`src/rtl/mrm_pkg.sv`:
```
// Package for the max routing matrix: sizes, opcodes, state codes, and the
// queue entry type passed from the front end to the back end.
// No dependencies.
`timescale 1ns / 1ps
package mrm_pkg;
	localparam int MAX_ROWS = 16;
	localparam int MAX_COLS = 16;
	localparam int HISTORY_DEPTH = 20;
	localparam int RW = $clog2(MAX_ROWS);
	localparam int CW = $clog2(MAX_COLS);
	localparam int HW = $clog2(HISTORY_DEPTH);
	localparam int NW = $clog2(MAX_COLS + 1);
	localparam int VW = 17;
	localparam logic [VW-1:0] VALUE_MAX = 17'd65536;
	localparam int SNAP_WORDS = HISTORY_DEPTH * MAX_ROWS;
	localparam int SAW = $clog2(SNAP_WORDS);

	localparam logic [2:0] OP_DATA = 3'd0;
	localparam logic [2:0] OP_TOGGLE = 3'd1;
	localparam logic [2:0] OP_CLEAR = 3'd2;
	localparam logic [2:0] OP_IDENT = 3'd3;
	localparam logic [2:0] OP_UNDO = 3'd4;
	localparam logic [2:0] OP_COUNT = 3'd5;

	typedef enum logic [2:0] {
		ST_IDLE,
		ST_SIZE,
		ST_EMIT,
		ST_SNAP,
		ST_UNDO_RD,
		ST_UNDO_WR
	} back_state_t;

	// One command for the back end; data elements are absorbed by the front.
	typedef struct packed {
		logic [2:0] op;
		logic [RW-1:0] row;
		logic [CW-1:0] col;
		logic [4:0] count;
		logic [NW-1:0] length;
		logic ovf;
	} cmd_t;
endpackage

```
`src/rtl/mrm_queue.sv`:
```
// Short command queue between the front and back ends.
// Depends on mrm_pkg.
`timescale 1ns / 1ps
module mrm_queue (
	input  logic clk,
	input  logic arst_n,
	input  logic wr,
	input  mrm_pkg::cmd_t wdata,
	output logic q_full,
	input  logic rd,
	output logic q_empty,
	output mrm_pkg::cmd_t rdata
);
	mrm_pkg::cmd_t slot_q [2];
	logic wp_q, rp_q;
	logic [1:0] cnt_q;

	assign q_full = (cnt_q == 2'd2);
	assign q_empty = (cnt_q == 2'd0);
	assign rdata = slot_q[rp_q];

	always_ff @(posedge clk or negedge arst_n) begin
		if (!arst_n) begin
			wp_q <= 1'b0;
			rp_q <= 1'b0;
			cnt_q <= '0;
		end else begin
			if (wr) wp_q <= ~wp_q;
			if (rd) rp_q <= ~rp_q;
			cnt_q <= cnt_q + {1'b0, wr} - {1'b0, rd};
		end
	end

	always_ff @(posedge clk) begin
		if (wr) slot_q[wp_q] <= wdata;
	end
endmodule

```
`config.mk`:
```
export PLATFORM = sky130hd
export DESIGN_NAME = mrm_queue
export DESIGN_NICKNAME = d
export VERILOG_FILES = /design/src/rtl/mrm_pkg.sv /design/src/rtl/mrm_queue.sv
export SDC_FILE = /design/constraint.sdc
export NUM_CORES = 1
export LEC_CHECK = 0
export BUFFER_PORTS_ARGS = -buffer_cell sky130_fd_sc_hd__buf_2
export CELL_PAD_IN_SITES_DETAIL_PLACEMENT = 1
export CELL_PAD_IN_SITES_GLOBAL_PLACEMENT = 1
export CORE_MARGIN = 2
export CORE_UTILIZATION = 45
export CTS_BUF_LIST = sky130_fd_sc_hd__clkbuf_8
export CTS_CLUSTER_SIZE = 20
export DETAILED_ROUTE_END_ITERATION = 6
export PLACE_DENSITY = 0.84
export SLEW_MARGIN = 20
export SYNTH_ARGS = -nofsm -noshare
export SYNTH_HDL_FRONTEND = slang
export SYNTH_SLANG_ARGS = --single-unit
```
`constraint.sdc`:
```
create_clock -name clk -period 2.48 [get_ports clk]
set_input_delay 0 -clock clk [delete_from_list [all_inputs] [get_ports clk]]
set_output_delay 0 -clock clk [all_outputs]
set_load 0.02 [all_outputs]
```
==> flow_summary.json <==
{
  "hold_slack_ns": 0.0268,
  "drv_slew": 0,
  "slew_headroom_pct": 35.2,
  "power_frac_seq_pct": 47.1,
  "synthTopCellsByArea": "edfxtp_1, mux2_2, dfrtp_1",
  "fillers": 349,
  "synthArstFlopShare_pct": 8.33,
  "yosys.area.top_type": "edfxtp_1",
  "tns_ns": 0,
  "r2r_start": "wp_q$_DFFE_PN0P_",
  "grt.busiest_layer": "met2",
  "power.net_switching_mw": 0.805,
  "antenna_left": 0,
  "finalClockSkew_ns": 0.00278,
  "rsz0062_at_grt": "false",
  "gp_congestion": 0.647,
  "synthFlopType": "edfxtp_1",
  "synthCells": 83,
  "final_cells": 213,
  "critPathLaunch": "rp_q$_DFFE_PN0P_",
  "hp-class": "primary input to async pin",
  "yosysWarnings": 0,
  "fin_crit_ns": 1.87,
  "r2r_slack_ns": 0.93,
  "postSynthAreaPerCell_um2": 21.5,
  "p_per_area_nw_per_um2": 1050,
  "port-buffer-count": 49,
  "tightest_slew_ns": 0.971,
  "max_stage_delay_ns": 0.99,
  "synth_seq_area_share_pct": 79.5,
  "setup_viol": 0,
  "gr-usage-all-layers_pct": 18.5,
  "drive_gt1_share_pct": 48.5,
  "critPathCapture": "rdata[3]",
  "ff_latch_area_um2": 1420,
  "crit_buf_inv": 1,
  "die_y_um": 67.0,
  "multi_input_area_um2": 339,
  "synth_area_um2": 1790,
  "arrival_ns": 1.87,
  "path_depth": 2,
  "grt_antenna_before_repair": 0,
  "nets": 192,
  "intPower_mw": 1.76,
  "required_ns": 2.48,
  "yosys_register_bits": 48,
  "clockBufferDepth": 2,
  "syn_to_final_growth_pct": 36.7,
  "combPwrFrac_pct": 32.3,
  "cp_max_fo": 23,
  "die_area_um2": 4490,
  "diodes": 0,
  "root_buffer": "clkbuf_8",
  "h-tree-depth": 2,
  "synth_enable_flop_cells": 44,
  "wl_um": 3490,
  "switching_share_pct": 31.4,
  "ios": 50,
  "first_pass_iters": 4,
  "crit_type": "register to output port",
  "num_vias": 1015,
  "r2r_cells": 2,
  "grt_pass1_wl_um": 5660,
  "start_util_pct": 47.8,
  "numCtsBuffers": 5,
  "fin_crit_sh_pct": 75.6,
  "use_met3_pct": 5.41,
  "hpwl_um": 2170,
  "num_rows": 22,
  "use_met2_pct": 35.8,
  "cp_slowest_cell": "dfrtp_1",
  "status": "complete, no violations",
  "clk_pin_slew_worst_paths_ns": 0.08,
  "cap_viol_max_count": 0,
  "dp.cells": 180,
  "power_frac_clock_pct": 20.6,
  "p_leak_nw": 0.968,
  "cts_tree": "done",
  "syn_nets": 111,
  "timing.rr.end": "slot_q[0][17]$_DFFE_PP_",
  "vdd_drop_max_mv": 0.775,
  "drc_errors": 0,
  "vias_per_cell": 4.77,
  "synth_commonest_cells": "edfxtp_1, mux2_2, dfrtp_1",
  "ys_types": 11,
  "wl_per_cell_um": 16.4,
  "hold_viol_final": 0,
  "core_um2": 3740,
  "start_kind": "register",
  "cp-end-kind": "output port",
  "grt_pass1_vias": 1233,
  "clock-sinks": 48,
  "grt_util_met1_pct": 17.9,
  "die_w_um": 67.0,
  "critPathTopFamily": "flip-flops",
  "post-synth-top-count-cell": "edfxtp_1",
  "clk_latency_ns": 0.30,
  "grt_max_degree": 24,
  "max_freq_mhz": 533,
  "drt_iter0_drc": 59,
  "cp_cell_sequence": "mux2_2 -> buf_2",
  "synth_top_area_share_pct": 73.9,
  "grt-ovfl-total": 0
}
==> what timing repair did <==
action | 4_1_cts | 5_1_grt
hold buffers | 25 | 0
gates resized for setup | 0 | 0
buffers inserted | 0 | 0
hold endpoints to repair | 51 | 0
==> worst min path at each step <==
stage	endpoint	slack, ns	cells past startpoint
6_report	cnt_q[1]$_DFF_PN0_	0.03	2
3_3_place_gp	cnt_q[1]$_DFF_PN0_	-0.19	1
2_1_floorplan	cnt_q[0]$_DFF_PN0_	-0.30	0
3_5_place_dp	cnt_q[0]$_DFF_PN0_	-0.19	1
5_1_grt	rp_q$_DFFE_PN0P_	0.04	2
4_1_cts	cnt_q[1]$_DFF_PN0_	0.04	2
==> per-layer routing <==
metal	vias to the layer above	part of all wire, %
met3	5	5.8
met5	-	0
li1	478	-
met1	491	36
met2	41	57
met4	0	1.4
==> logic make-up (layout without fill, tap and decap cells) <==
logic type	count (synthesis)	after routing	share of synthesized area (%)
xor+xnor	3	3	2.31
fa+ha+maj	2	2	1.40
buf+inv	4	86	1.68
flops	48	48	79.5
mux	22	22	13.9
simple gates	4	4	1.26
==> layout make-up <==
type	count	share of cell area (%)
multi-input combinational	31	13.9
tap	48	2.46
inverter	2	0.307
clock inverter	3	1.54
timing repair buffer	76	20.9
sequential	48	58.1
clock buffer	5	2.81
==> power groups by stage <==
stage / Clock [mW] / Combinational, mW / Sequential [mW]
3_5_place_dp: 0 / 0.799 / 1.23
5_1_grt: 0.572 / 0.893 / 1.24
6_report: 0.528 / 0.826 / 1.21
3_3_place_gp: 0 / 0.774 / 1.21
2_1_floorplan: 0 / 0.625 / 1.15
4_1_cts: 0.540 / 0.836 / 1.21
==> metrics by stage <==
step	util [%]	setup WS, ns	power [mW]	area (um^2)
detailed placement	55.8	0.903	2.02	2090
CTS	65.3	0.565	2.58	2440
floorplan	-	0.674	1.77	1790
global placement	55.8	0.942	1.98	2090
global route	65.3	0.467	2.70	2440
finish	65.3	0.605	2.56	2440
==> cell usage in the layout, fill, tap and decap left out <==
cell,Yosys,routed
clkbuf_8,0,5
xor3_1,1,1
nor2b_2,0,1
dlygate4sd3_1,0,25
and2_1,1,1
xor2_1,2,2
clkinv_1,0,2
nor2_1,1,1
dfrtp_1,4,4
inv_1,2,2
ha_1,2,2
nor2b_1,2,1
mux2_2,22,22
edfxtp_1,44,44
buf_2,0,49
buf_4,0,2
bufinv_16,0,1
==> registers in the layout, summed over array words and instances (netlist names) <==
register and cells:
cnt_q 2, rp_q 1, slot_q 44, wp_q 1
Power figures use the tool's default switching activity.
