**config.mk**
```make
export PLATFORM = sky130hd
export DESIGN_NAME = mrm_front
export DESIGN_NICKNAME = d
export VERILOG_FILES = /design/src/rtl/mrm_pkg.sv /design/src/rtl/mrm_front.sv
export SDC_FILE = /design/constraint.sdc
export NUM_CORES = 1
export LEC_CHECK = 0
export BUFFER_PORTS_ARGS = -buffer_cell sky130_fd_sc_hd__buf_2
export CAP_MARGIN = 20
export CORE_MARGIN = 1
export CORE_UTILIZATION = 49
export DETAILED_ROUTE_END_ITERATION = 7
export PLACE_DENSITY = 0.79
export RECOVER_POWER = 100
export SLEW_MARGIN = 15
export SYNTH_ARGS = -nofsm -noshare
export SYNTH_HDL_FRONTEND = slang
export SYNTH_SLANG_ARGS = --single-unit
```
**constraint.sdc**
```tcl
create_clock -name clk -period 3.7 [get_ports clk]
set_clock_uncertainty 0.2 [all_clocks]
set_input_delay 0.185 -clock clk [delete_from_list [all_inputs] [get_ports clk]]
set_output_delay 0.185 -clock clk [all_outputs]
set_load 0.01 [all_outputs]
```
**src/rtl/mrm_pkg.sv**
```systemverilog
// Package for the max routing matrix: sizes, opcodes, state codes, and the
// queue entry type passed from the front end to the back end.
// No dependencies.
`timescale 1ns / 1ps
package mrm_pkg;
	localparam int MAX_ROWS = 16;
	localparam int MAX_COLS = 16;
	localparam int HISTORY_DEPTH = 20;
	localparam int RW = $clog2(MAX_ROWS);
	localparam int CW = $clog2(MAX_COLS);
	localparam int HW = $clog2(HISTORY_DEPTH);
	localparam int NW = $clog2(MAX_COLS + 1);
	localparam int VW = 17;
	localparam logic [VW-1:0] VALUE_MAX = 17'd65536;
	localparam int SNAP_WORDS = HISTORY_DEPTH * MAX_ROWS;
	localparam int SAW = $clog2(SNAP_WORDS);

	localparam logic [2:0] OP_DATA = 3'd0;
	localparam logic [2:0] OP_TOGGLE = 3'd1;
	localparam logic [2:0] OP_CLEAR = 3'd2;
	localparam logic [2:0] OP_IDENT = 3'd3;
	localparam logic [2:0] OP_UNDO = 3'd4;
	localparam logic [2:0] OP_COUNT = 3'd5;

	typedef enum logic [2:0] {
		ST_IDLE,
		ST_SIZE,
		ST_EMIT,
		ST_SNAP,
		ST_UNDO_RD,
		ST_UNDO_WR
	} back_state_t;

	// One command for the back end; data elements are absorbed by the front.
	typedef struct packed {
		logic [2:0] op;
		logic [RW-1:0] row;
		logic [CW-1:0] col;
		logic [4:0] count;
		logic [NW-1:0] length;
		logic ovf;
	} cmd_t;
endpackage

```
**src/rtl/mrm_front.sv**
```systemverilog
// Front end: stores vector elements, counts them, and queues commands.
// Depends on mrm_pkg.
`timescale 1ns / 1ps
module mrm_front (
	input  logic clk,
	input  logic arst_n,
	input  logic push,
	output logic full,
	input  logic [2:0] opcode,
	input  logic [16:0] sample_value,
	input  logic last_element,
	input  logic [3:0] row_select,
	input  logic [3:0] col_select,
	input  logic [4:0] new_count,
	output logic q_push,
	output mrm_pkg::cmd_t q_cmd,
	input  logic q_full,
	output logic [mrm_pkg::VW-1:0] elem_q [mrm_pkg::MAX_COLS]
);
	logic [mrm_pkg::NW-1:0] count_q;
	logic trunc_q;
	logic take;
	logic is_data;
	logic [mrm_pkg::VW-1:0] sat;

	// Hold off while the queue is full; that alone does not stop elements overwriting a
	// vector being emitted, although the back end drains the queue entry only after emitting.
	assign full = q_full;
	assign take = push && !q_full;
	assign is_data = (opcode == mrm_pkg::OP_DATA);
	assign sat = (sample_value > mrm_pkg::VALUE_MAX) ? mrm_pkg::VALUE_MAX : sample_value;

	always_comb begin
		q_cmd.op = opcode;
		q_cmd.row = row_select[mrm_pkg::RW-1:0];
		q_cmd.col = col_select[mrm_pkg::CW-1:0];
		q_cmd.count = new_count;
		q_cmd.length = (count_q < mrm_pkg::NW'(mrm_pkg::MAX_COLS)) ? count_q + 1'b1 : count_q;
		q_cmd.ovf = trunc_q || (count_q == mrm_pkg::NW'(mrm_pkg::MAX_COLS));
		q_push = take && (!is_data || last_element);
	end

	always_ff @(posedge clk or negedge arst_n) begin
		if (!arst_n) begin
			count_q <= '0;
			trunc_q <= 1'b0;
		end else if (take && is_data) begin
			if (last_element) begin
				count_q <= '0;
				trunc_q <= 1'b0;
			end else if (count_q < mrm_pkg::NW'(mrm_pkg::MAX_COLS)) begin
				count_q <= count_q + 1'b1;
			end else begin
				trunc_q <= 1'b1;
			end
		end
	end

	always_ff @(posedge clk) begin
		if (take && is_data && count_q < mrm_pkg::NW'(mrm_pkg::MAX_COLS)) begin
			elem_q[count_q[mrm_pkg::CW-1:0]] <= sat;
		end
	end
endmodule

```
==> results.txt <==
Status: finished with violations
Failing checks: negative hold slack
Syn Std Cell Area: 0.009045 mm^2
Simple-Gate Fraction of Synth Area: 4.164%
CTS tree: yes
WL final: 24.34 mm
Num rows: 49
Initial antenna violation count: 0
# setup viols final: 0
Largest net degree at the start of global routing: 24
DR iter-0 viols: 322
Total vias in the final route: 5133
Adder-Cell Fraction of Synth Area: 0.5533%
Vias per std cell: 5.201
Post-synthesis compound-gate area fraction: 1.107%
Setup crit start kind: primary input
Pwr Total: 6.246 mW
Effective utilization at floorplan: 50.18%
Setup bufs post-CTS: 0
Remaining global-route overflow: 0
Diode count: 0
CP cell instances: dlygate4sd3_1, clkbuf_1, nor3_1, nand4b_1, nor2_1, clkbuf_2
Xor/xnor share of the synthesized area: 0.2905%
VDD IR-drop max: 0.4993 mV
Cells after Synth: 382
H-Tree Depth: 1
Final Wtd Congestion: 0.8178
Tcrit/Tclk final: 81.18%
TritonCTS buffer count: 26
Detailed placer's ending HPWL: 16.41 mm
Yosys cell types: 34
Most frequent cells in the layout: 304 x clkbuf_1, 272 x edfxtp_1, 27 x clkbuf_16
Final min period: 3004 ps
Root buffer cell: clkbuf_16
Slew HR: 22.99%
P_leak: 3.718 nW
Yosys reg bits: 278
Actual slew at the worst max-slew pin: 1151 ps
Max Fclk: 0.3329 GHz
Max stage delay on crit path: 740 ps
First-pass GRT wire length: 32.30 mm
Commonest non-fill, non-tap cell in the layout: clkbuf_1
Fill cells: 1400
Total GRT Usage: 24.57%
Final TNS setup: 0 ps
Final ANT Viol Nets: 0
HP Class: in2reg
Area of the multi-input gates: 536.8 um^2
Crit path capture type: flop
I/O Pins: 334
CTS sink count: 278
CP Buf/Inv Count: 3
Hold_ws: -11.30 ps
WP data arrival: 2970 ps
Mux cell area share after synthesis: 0.1245%
Final slew viol count: 0
Critical Path RT: 3670 ps
YS warnings: 0
Max Cap Viol: 0
CTS clock-pin slew for the worst setup and hold paths: 60 ps
Final-report hold violation count: 1
WL per Instance: 24.66 um
Die W: 137.9 um
Die area: 0.01901 mm^2
Layout cells sized above 1: 10.69%
Crit path kind: in2reg
Die outline height: 137.9 um
DRC Markers: 0
Core Box Area: 0.01802 mm^2
PortBufs: 307
Vias in the first global route: 4988
Sequential cell area: 0.008318 mm^2
Power per cell area: 543.9 mW/mm^2
Post-Syn Nets: 424
Unrepaired setup endpoints after global routing: false
Post-synthesis sequential area ratio: 91.96%
Nets@finish: 781
Clk_lat worst skew: 510 ps
Clock buffer depth: 3
Area growth from synthesis to final layout: 26.96%
DRT Pass-1 Iters: 5
CP top delay family: simple AND/OR/NAND/NOR gates
Largest family of logic cells by synthesized area: simple AND/OR/NAND/NOR gates
CP Max Fanout: 10
Slowest CP cell: nor2_1
Mean Syn Cell Area: 23.68 um^2
==> path summary, 6_finish.rpt <==
kind	from	endpoint	slack, ps	cells past startpoint
max	opcode[2]	elem_q[135]	700	6
min	opcode[1]	trunc_q	-10	4
min reg2reg	count_q[3]	count_q[3]	560	1
max reg2reg	count_q[0]	elem_q[135]	990	5
min in group asynchronous	arst_n	count_q[2]	410	3
max in group asynchronous	arst_n	count_q[3]	2660	3
==> sequential cells by signal (all words and copies together), names as in the netlist <==
register / count
elem_q: 272
count_q: 5
trunc_q: 1
==> worst min-delay path: cells and delay by family <==
family / cells / cell delay (ps)
AO/OA/AOI/OAI: 1 / 150
buffers and inverters: 1 / 110
AND/OR/NAND/NOR: 2 / 210
==> timing repair <==
| item | 4_1_cts | 5_1_grt |
|---|---|---|
| hold endpoints to repair | 28 | 16 |
| gates resized for setup | 0 | 0 |
| hold buffers | 13 | 4 |
==> synthesized netlist by cell type <==
cell,instances,area share [%]
o22ai_1,1,0.069
nand2_1,2,0.083
or3_1,1,0.069
clkbuf_1,4,0.17
nor3_1,5,0.28
nor3_4,1,0.18
nor2_2,1,0.069
buf_2,1,0.055
or2b_2,1,0.097
nand4b_1,5,0.48
a2bb2oi_2,1,0.17
ha_1,4,0.55
mux2_2,1,0.12
a21boi_0,1,0.083
a22o_1,1,0.097
nand3_1,1,0.055
nor2b_1,17,1.2
buf_4,17,1.4
inv_1,4,0.17
xnor2_1,3,0.29
o21ai_0,1,0.055
nand4_1,1,0.069
nand2b_1,4,0.28
a31o_2,2,0.19
dfrtp_1,6,1.7
edfxtp_1,272,90
nor2_1,13,0.54
or3_4,1,0.12
a41oi_2,1,0.18
nor4_2,4,0.55
a211oi_1,1,0.083
nor3_2,1,0.11
a21oi_1,2,0.11
a31oi_1,1,0.069
==> routing by layer <==
metal | vias up | GRT usage, % | share of wire [%]
met3 | 59 | 5.702 | 10
met5 | - | 0 | 0
li1 | 2192 | - | -
met4 | 0 | 8.998 | 3.0
met1 | 2526 | 31.37 | 38
met2 | 356 | 41.22 | 49
==> stage by stage <==
step	util [%]	setup slack, ps	cells	cell area, um^2	hold WS (ps)
after CTS	66.07	1105	979	11910	16.32
after detailed placement	60.78	1015	919	10960	-183.5
after global placement	60.78	1152	919	10960	-189.2
after floorplan	-	1028	382	9045	-310.6
final	63.71	696.2	987	11480	-11.30
after global routing	63.71	468.6	987	11480	7.972
==> kinds of logic (layout without fill, tap and decap cells) <==
logic type,after synthesis,count (layout)
AO/OA/AOI/OAI,12,12
XOR/XNOR,3,3
adder cells (fa/ha/maj),4,4
buffers and inverters,26,402
flip-flops,278,278
multiplexers,1,1
AND/OR/NAND/NOR,58,58
==> cell type report <==
| type | instances | share of cell area, % |
|---|---|---|
| Timing Repair Buffer | 351 | 13.10 |
| Clock inverter | 16 | 1.155 |
| Tap cell | 229 | 2.495 |
| Multi-Input combinational cell | 78 | 4.674 |
| Clock buffer | 31 | 6.014 |
| Inverter | 4 | 0.1307 |
| Sequential cell | 278 | 72.43 |
==> power by group <==
part / internal (mW) / switching, mW / leakage [nW]
clock network: 1.47 / 1.08 / 0.405
logic: 0.0723 / 0.133 / 0.753
registers: 3.47 / 0.0212 / 2.56
total: 5.01 / 1.23 / 3.72
Note: power is estimated with default switching activity, not from simulation.
